**src/rtl/sdssf_pkg.sv**
```systemverilog
// Package: microcode types, step addresses, display codes and the control store.
`timescale 1ns / 1ps

package sdssf_pkg;

    localparam int unsigned CODE_DASH  = 10;
    localparam int unsigned CODE_BLANK = 15;
    localparam logic [7:0]  DOT_BIT    = 8'h80;

    // Reciprocal of ten, scaled by 2^35; exact floor(x / 10) for every 32-bit x.
    localparam logic [31:0] RECIP_TEN  = 32'hCCCC_CCCD;
    localparam int unsigned RECIP_SHIFT = 35;

    // Configuration register indexes.
    typedef enum logic [2:0] {
        REG_DIGIT_COUNT   = 3'd0,
        REG_DIGIT_OFFSET  = 3'd1,
        REG_DP_POSITION   = 3'd2,
        REG_USE_TABLE     = 3'd3,
        REG_TABLE_LOW     = 3'd4,
        REG_TABLE_HIGH    = 3'd5
    } t_reg_index;

    typedef logic [2:0] t_step;

    localparam t_step STEP_IDLE  = 3'd0;
    localparam t_step STEP_ZCHK  = 3'd1;
    localparam t_step STEP_DIV   = 3'd2;
    localparam t_step STEP_EMIT  = 3'd3;
    localparam t_step STEP_NEG   = 3'd4;
    localparam t_step STEP_DASH  = 3'd5;

    typedef enum logic [2:0] {
        UOP_WAIT_IN,
        UOP_NOP,
        UOP_DIV,
        UOP_EMIT_DIGIT,
        UOP_EMIT_DASH
    } t_uop;

    typedef enum logic [2:0] {
        COND_NEVER,
        COND_ALWAYS,
        COND_COUNT_ZERO,
        COND_MORE_DIGITS,
        COND_POSITIVE
    } t_cond;

    typedef struct packed {
        t_uop  op;
        t_cond cond;
        t_step target;
    } t_uword;

    // Control store: one word per step; jump to target when cond holds.
    function automatic t_uword ucode_rom(input t_step step);
        t_uword w;
        unique case (step)
            STEP_IDLE: w = '{op: UOP_WAIT_IN,    cond: COND_NEVER,       target: STEP_IDLE};
            STEP_ZCHK: w = '{op: UOP_NOP,        cond: COND_COUNT_ZERO,  target: STEP_IDLE};
            STEP_DIV:  w = '{op: UOP_DIV,        cond: COND_NEVER,       target: STEP_IDLE};
            STEP_EMIT: w = '{op: UOP_EMIT_DIGIT, cond: COND_MORE_DIGITS, target: STEP_DIV};
            STEP_NEG:  w = '{op: UOP_NOP,        cond: COND_POSITIVE,    target: STEP_IDLE};
            STEP_DASH: w = '{op: UOP_EMIT_DASH,  cond: COND_ALWAYS,      target: STEP_IDLE};
            default:   w = '{op: UOP_NOP,        cond: COND_ALWAYS,      target: STEP_IDLE};
        endcase
        return w;
    endfunction

    // Code-B or table pattern, with optional dot.
    function automatic logic [7:0] encode(input logic [3:0] code, input logic dot,
                                          input logic use_table,
                                          input logic [127:0] table_bits);
        logic [7:0] b;
        b = use_table ? table_bits[{code, 3'b000} +: 8] : {4'b0000, code};
        return dot ? (b | DOT_BIT) : b;
    endfunction

endpackage

```
**src/rtl/signed_decimal_seven_segment_formatter.sv**
```systemverilog
// Top level: signed binary to decimal digit-code formatter for seven-segment displays.
`timescale 1ns / 1ps

// Takes one signed 32-bit value per item and emits one digit write per display
// position, least significant digit first, at positions digit_offset + j for
// j = 0 .. digit_count-1 (digit_count saturates at MAX_DIGITS, 4-bit position
// wraps). A negative value adds one more write: a dash over the highest
// position. A digit count of zero produces nothing. Output tdata: [3:0]
// position, [11:4] segment code (Code-B or table pattern, dot is bit 7).
// The sequencer holds an emit step while the output sink stalls. Each
// digit costs two microcode steps, a reciprocal multiply by 1/10 and then the
// remainder subtract and emit. One item is in flight at a time; s_axis_tready
// is high only while the sequencer waits at its idle step. Configuration
// writes are always accepted and must be made while the block is idle.
module signed_decimal_seven_segment_formatter #(
    parameter int MAX_DIGITS = 8
) (
    input  logic        i_clk,
    input  logic        i_rst_n,
    // input stream; tdata: [31:0] value
    input  logic        s_axis_tvalid,
    output logic        s_axis_tready,
    input  logic [31:0] s_axis_tdata,
    // output stream; tdata: [3:0] digit_position, [11:4] segment_code, [15:12] zero
    output logic        m_axis_tvalid,
    input  logic        m_axis_tready,
    output logic [15:0] m_axis_tdata,
    output logic        m_axis_tlast,
    // configuration write channel
    input  logic        i_cfg_valid,
    output logic        o_cfg_ready,
    input  logic [2:0]  i_cfg_index,
    input  logic [63:0] i_cfg_data
);
    import sdssf_pkg::*;

    localparam int JW = (MAX_DIGITS > 1) ? $clog2(MAX_DIGITS) : 1;

    // configuration registers
    logic [3:0]   r_digit_count;
    logic [2:0]   r_digit_offset;
    logic [3:0]   r_dp;
    logic         r_use_table;
    logic [63:0]  r_table_low;
    logic [63:0]  r_table_high;

    // datapath
    t_step        r_step, n_step;
    logic [31:0]  r_mag;
    logic [28:0]  r_quo;
    logic         r_neg;
    logic [4:0]   r_n;
    logic [JW-1:0] r_j;

    // output register
    logic         r_out_valid;
    logic [3:0]   r_out_pos;
    logic [7:0]   r_out_code;
    logic         r_out_last;

    t_uword       uw;
    logic         in_fire;
    logic         out_free;
    logic         hold;
    logic         cond_true;
    logic         emit;
    logic [4:0]   j5;
    logic [4:0]   dp5;
    logic         dp_valid;
    logic         at_last_digit;
    logic [63:0]  product;
    logic [31:0]  rem_full;
    logic [3:0]   digit_code;
    logic         digit_dot;
    logic [4:0]   n_sat;
    logic [4:0]   dash_pos;
    logic [7:0]   emit_code;
    logic [3:0]   emit_pos;
    logic         emit_last;

    assign uw            = ucode_rom(r_step);
    assign s_axis_tready = (r_step == STEP_IDLE);
    assign o_cfg_ready   = 1'b1;
    assign in_fire       = s_axis_tvalid && s_axis_tready;
    assign out_free      = !r_out_valid || m_axis_tready;

    // digit math: quotient comes from the registered multiply step
    assign product   = r_mag * RECIP_TEN;
    assign rem_full  = r_mag - ({r_quo, 3'b000} + {2'b00, r_quo, 1'b0});

    assign j5       = 5'(r_j);
    assign dp_valid = !r_dp[3];
    assign dp5      = {2'b00, r_dp[2:0]};
    assign at_last_digit = (j5 == r_n - 5'd1);

    // zero fill up to the dot, blank beyond; lone 0 when there is no dot
    always_comb begin
        if (r_mag != 32'd0) begin
            digit_code = rem_full[3:0];
        end else if (j5 == 5'd0 && !dp_valid) begin
            digit_code = 4'd0;
        end else if (dp_valid && j5 <= dp5) begin
            digit_code = 4'd0;
        end else begin
            digit_code = 4'(CODE_BLANK);
        end
    end
    assign digit_dot = dp_valid && (j5 == dp5);

    assign n_sat    = ({1'b0, r_digit_count} > 5'(MAX_DIGITS)) ? 5'(MAX_DIGITS)
                                                                : {1'b0, r_digit_count};
    assign dash_pos = {2'b00, r_digit_offset} + r_n - 5'd1;

    always_comb begin
        emit = 1'b0;
        emit_code = 8'd0;
        emit_pos  = 4'd0;
        emit_last = 1'b0;
        unique case (uw.op)
            UOP_EMIT_DIGIT: begin
                emit      = 1'b1;
                emit_code = encode(digit_code, digit_dot, r_use_table,
                                   {r_table_high, r_table_low});
                emit_pos  = 4'({1'b0, r_digit_offset}) + 4'(r_j);
                emit_last = at_last_digit && !r_neg;
            end
            UOP_EMIT_DASH: begin
                emit      = 1'b1;
                emit_code = encode(4'(CODE_DASH), 1'b0, r_use_table,
                                   {r_table_high, r_table_low});
                emit_pos  = dash_pos[3:0];
                emit_last = 1'b1;
            end
            UOP_WAIT_IN, UOP_NOP, UOP_DIV: begin
            end
            default: begin
            end
        endcase
    end

    // a step holds while it waits for an input item or for output space
    assign hold = ((uw.op == UOP_WAIT_IN) && !in_fire) || (emit && !out_free);

    always_comb begin
        unique case (uw.cond)
            COND_NEVER:       cond_true = 1'b0;
            COND_ALWAYS:      cond_true = 1'b1;
            COND_COUNT_ZERO:  cond_true = (r_n == 5'd0);
            COND_MORE_DIGITS: cond_true = !at_last_digit;
            COND_POSITIVE:    cond_true = !r_neg;
            default:          cond_true = 1'b1;
        endcase
    end

    always_comb begin
        if (hold) begin
            n_step = r_step;
        end else if (cond_true) begin
            n_step = uw.target;
        end else begin
            n_step = r_step + 3'd1;
        end
    end

    // control and configuration
    always_ff @(posedge i_clk) begin
        if (!i_rst_n) begin
            r_step         <= STEP_IDLE;
            r_out_valid    <= 1'b0;
            r_digit_count  <= 4'd8;
            r_digit_offset <= 3'd0;
            r_dp           <= 4'hF;
            r_use_table    <= 1'b0;
            r_table_low    <= 64'd0;
            r_table_high   <= 64'd0;
        end else begin
            r_step <= n_step;
            if (emit && out_free) begin
                r_out_valid <= 1'b1;
            end else if (m_axis_tready) begin
                r_out_valid <= 1'b0;
            end
            if (i_cfg_valid && o_cfg_ready) begin
                unique case (i_cfg_index)
                    REG_DIGIT_COUNT:  r_digit_count  <= i_cfg_data[3:0];
                    REG_DIGIT_OFFSET: r_digit_offset <= i_cfg_data[2:0];
                    REG_DP_POSITION:  r_dp           <= i_cfg_data[3:0];
                    REG_USE_TABLE:    r_use_table    <= i_cfg_data[0];
                    REG_TABLE_LOW:    r_table_low    <= i_cfg_data;
                    REG_TABLE_HIGH:   r_table_high   <= i_cfg_data;
                    default: begin
                    end
                endcase
            end
        end
    end

    // datapath registers
    always_ff @(posedge i_clk) begin
        if (in_fire) begin
            r_neg <= s_axis_tdata[31];
            r_mag <= s_axis_tdata[31] ? (32'd0 - s_axis_tdata) : s_axis_tdata;
            r_n   <= n_sat;
            r_j   <= '0;
        end
        if (uw.op == UOP_DIV) begin
            r_quo <= product[63:RECIP_SHIFT];
        end
        if (uw.op == UOP_EMIT_DIGIT && out_free) begin
            r_mag <= {3'b000, r_quo};
            r_j   <= r_j + JW'(1);
        end
        if (emit && out_free) begin
            r_out_pos  <= emit_pos;
            r_out_code <= emit_code;
            r_out_last <= emit_last;
        end
    end

    assign m_axis_tvalid = r_out_valid;
    assign m_axis_tdata  = {4'b0000, r_out_code, r_out_pos};
    assign m_axis_tlast  = r_out_last;

endmodule
```
**config.mk**
```make
export PLATFORM = sky130hd
export DESIGN_NAME = signed_decimal_seven_segment_formatter
export DESIGN_NICKNAME = d
export VERILOG_FILES = /design/src/rtl/sdssf_pkg.sv /design/src/rtl/signed_decimal_seven_segment_formatter.sv
export SDC_FILE = /design/constraint.sdc
export NUM_CORES = 2
export LEC_CHECK = 0
export BUFFER_PORTS_ARGS = -buffer_cell sky130_fd_sc_hd__buf_2
export CAP_MARGIN = 10
export CORE_MARGIN = 2
export CORE_UTILIZATION = 55
export CTS_CLUSTER_DIAMETER = 200
export CTS_CLUSTER_SIZE = 25
export DETAILED_ROUTE_END_ITERATION = 8
export PLACE_DENSITY = 0.72
export RECOVER_POWER = 100
export SYNTH_ARGS = -nofsm -noshare
export SYNTH_HDL_FRONTEND = slang
export SYNTH_SLANG_ARGS = --single-unit
```
**constraint.sdc**
```tcl
create_clock -name i_clk -period 7.62 [get_ports i_clk]
set_input_delay 1.905 -clock i_clk [delete_from_list [all_inputs] [get_ports i_clk]]
set_output_delay 1.905 -clock i_clk [all_outputs]
set_load 0.02 [all_outputs]
```
==> metrics <==
Worst Max-Slew Pin Slew=3.23 ns; worst-path fanout max=6; CP delay by family, top=adder cells; fin crit period=7.37 ns; largest area contributor in the netlist=fa_1; via/cell ratio=5.73; TritonRoute pass-1 iters=5; CP bufs+invs=6; CP peak stage delay=0.58 ns; vias in the first global route=22200; cell area after synthesis=27300 um2; Max Freq=136 MHz; number of H-tree levels=1; CTS Buf Count=13; number of routed nets with antenna violations=0; Hold WC Path Type=reg -> reg; Post-synth EDFFs=79; post-route clock period utilization=96.7%; starting density of the core=55.8%; layout cells sized above 1=9.53%; Clock transition at path regs=0.15 ns; max-slew violation count=247; pin count of the biggest net entering global routing=92; Synth Area in Adders=46.1%; Critical Path Source Type=flop; relative slew slack=-115%; Site Rows=81; Clock Latency Late Sink=0.54 ns; Req. time, crit path=7.97 ns; CTS max path bufs=3; Area Overhead vs Synth=9.08%; failing checks=capacitance limit, slew limit; CTS Hold Buffers Added=0; Die X-Extent=227 um; Remaining Overflow, GRT=0; Seq/Total Area, Yosys=19.4%; Tot GR Track Use=33.8%; endpoints failing setup=0; Syn Area/Cell=9.54 um2; die area=51500 um2; hpwl dp=71200 um; Data arrival, critical path=7.72 ns; most common cell in the netlist=inv_1; Post-synth top flop=dfxtp_1; initial DRC count=1750; Fin Hold WS=0.457 ns; mux share of post-synthesis cell area=1.33%; outcome=complete, but fails checks; post-synthesis simple-gate area fraction=9.21%; most used cell, CP=fa_1; worst setup path class=reg -> reg; worst hold path depth=2; met2 WL=38800 um; input/output buffers=118; met3 wire len=7730 um; Crit path depth=24; Max Used Layer=met5; sequence of cells on the critical path=inv_1 > ha_2 > ha_1 > fa_1 > inv_1 > fa_1 > inv_1 > fa_1 > inv_1 > fa_1 > inv_1 > fa_1 > fa_1 > ha_1 > o21ai_0 > a21oi_1 > o21ai_0 > a31o_2 > a31o_2 > o21ai_0 > buf_4 > a31oi_2 > or4_1 > a21oi_1; Core Box Area=49000 um2; Final Hold Viols=0; initial antenna violation count=7; YS warnings=0; clk_skew=0.0550 ns; largest family of logic cells by synthesized area=adder cells; CP Capture Type=flop; drt drc=0; Synth Area in XOR/XNOR=3.69%; Net count, final=3914; FFs w/ async S/R, synth=0%; top cells by area, synth=fa_1 28%, ha_1 18%, dfxtp_1 11%, edfxtp_1 8.7%, inv_1 8.1%; Post-Synthesis Cells=2864; Worst R2R Path Depth=24; CTS root buffer=clkbuf_16; Post-Route WL=84300 um; Placer Congestion=1.03; Post-synth top cells=587 x inv_1, 388 x fa_1, 386 x ha_1, 375 x nand2_1, 192 x a21oi_1; first-pass GRT wire length=130000 um; slowest CP cell=fa_1; CTS sink cnt=226; Final TNS setup=0 ns; Yosys cell types=76; number of max-cap violations=7; WL/cell=22.7 um; Seq cells post-synth=226; total number of vias=21200; IO Pins=124; Yosys top cell area share=28.4%; CTS tree=yes; DRT met1 WL=34800 um; Synth Area in Compound Gates=10.8%; Die Y=227 um
-- layout by cell type, fill, tap and decap left out, types with 5 or more instances in the layout --
cell type and count:
clkbuf_16 13, ha_2 11, dfxtp_1 147, buf_4 123, nand3_1 19, o31ai_1 17, clkbuf_1 34, nor2b_1 18
ha_1 373, nor2_1 52, mux4_2 8, a211oi_1 9, or4_1 5, a221oi_1 28, o21bai_1 10, o21ai_0 80
nor3_1 14, or3_1 15, o221ai_1 6, a31oi_1 9, o211ai_1 8, edfxtp_1 79, nand4_1 16, xnor2_1 34
mux2i_1 16, a21o_1 44, buf_2 97, fa_1 387, inv_1 583, xor2_1 80, a21oi_1 193, and3_1 7
nand2_1 375, conb_1 5, o21a_1 7, and2_1 14
-- worst register-to-register path: stages (launching register included) --
cell	delay [ns]
edfxtp_1	0.53
inv_1	0.11
ha_2	0.32
ha_1	0.35
fa_1	0.58
inv_1	0.09
fa_1	0.54
inv_1	0.05
fa_1	0.49
inv_1	0.06
fa_1	0.53
inv_1	0.05
fa_1	0.57
fa_1	0.46
ha_1	0.34
o21ai_0	0.09
a21oi_1	0.17
o21ai_0	0.10
a31o_2	0.25
a31o_2	0.22
o21ai_0	0.22
buf_4	0.17
a31oi_2	0.16
or4_1	0.57
a21oi_1	0.16
-- layout make-up --
type	count	area, um2
clock buffer	20	362
sequential	226	5320
timing repair buffer	248	1510
multi-input combinational	1958	19500
fill	4260	19100
clock inverter	1	30.0
antenna	2	5.00
tap	664	831
inverter	589	2210
-- metal layers --
layer / track usage, % / vias up
met1: 46.4 / 10600
li1: - / 9559
met3: 7.06 / 168
met2: 54.2 / 946
met5: 0 / -
met4: 10.2 / 8
-- stage by stage --
stage,instances,worst slack [ns],util [%],cell area (um2)
after detailed placement,3651,0.0197,59.5,29100
after CTS,3674,0.0328,60.4,29600
after global routing,3707,-0.0338,60.9,29800
after floorplan,2867,0.794,-,27300
final,3708,0.253,60.9,29800
after global placement,3651,-0.000444,59.5,29100
-- flip-flops by register name, summed over array words and instances (netlist names), 3 cells and up --
signal and flops:
r_table_high 64, r_quo 29, r_digit_offset 3, r_n 4, r_mag 32, r_step 3
r_dp 4, r_digit_count 4, r_out_pos 4, r_out_code 8, r_j 3, r_table_low 64
-- cells by family (layout without fill, tap and decap cells) --
family	count (synthesis)	count (layout)
adder cells (fa/ha/maj)	774	774
buffers and inverters	683	858
AND/OR/NAND/NOR	571	571
AO/OA/AOI/OAI	467	467
flip-flops	226	226
XOR/XNOR	115	115
multiplexers	26	26
other	2	7
-- worst paths after layout --
path / slack (ns) / start / end
max: 0.25 / r_mag[17] / r_quo[24]
max reg2reg: 0.25 / r_mag[17] / r_quo[24]
min reg2reg: 0.46 / r_table_high[44] / r_table_high[44]
min: 0.46 / r_table_high[44] / r_table_high[44]
-- what timing repair did --
action / in CTS / in global routing
pin swaps: 0 / 3
buffers inserted: 2 / 32
setup endpoints to repair: 3 / 14
gates cloned: 0 / 0
gates resized for setup: 3 / 32
Power is not shown: default switching activity piles up to over one toggle a cycle in this logic, so the estimate is an artifact.
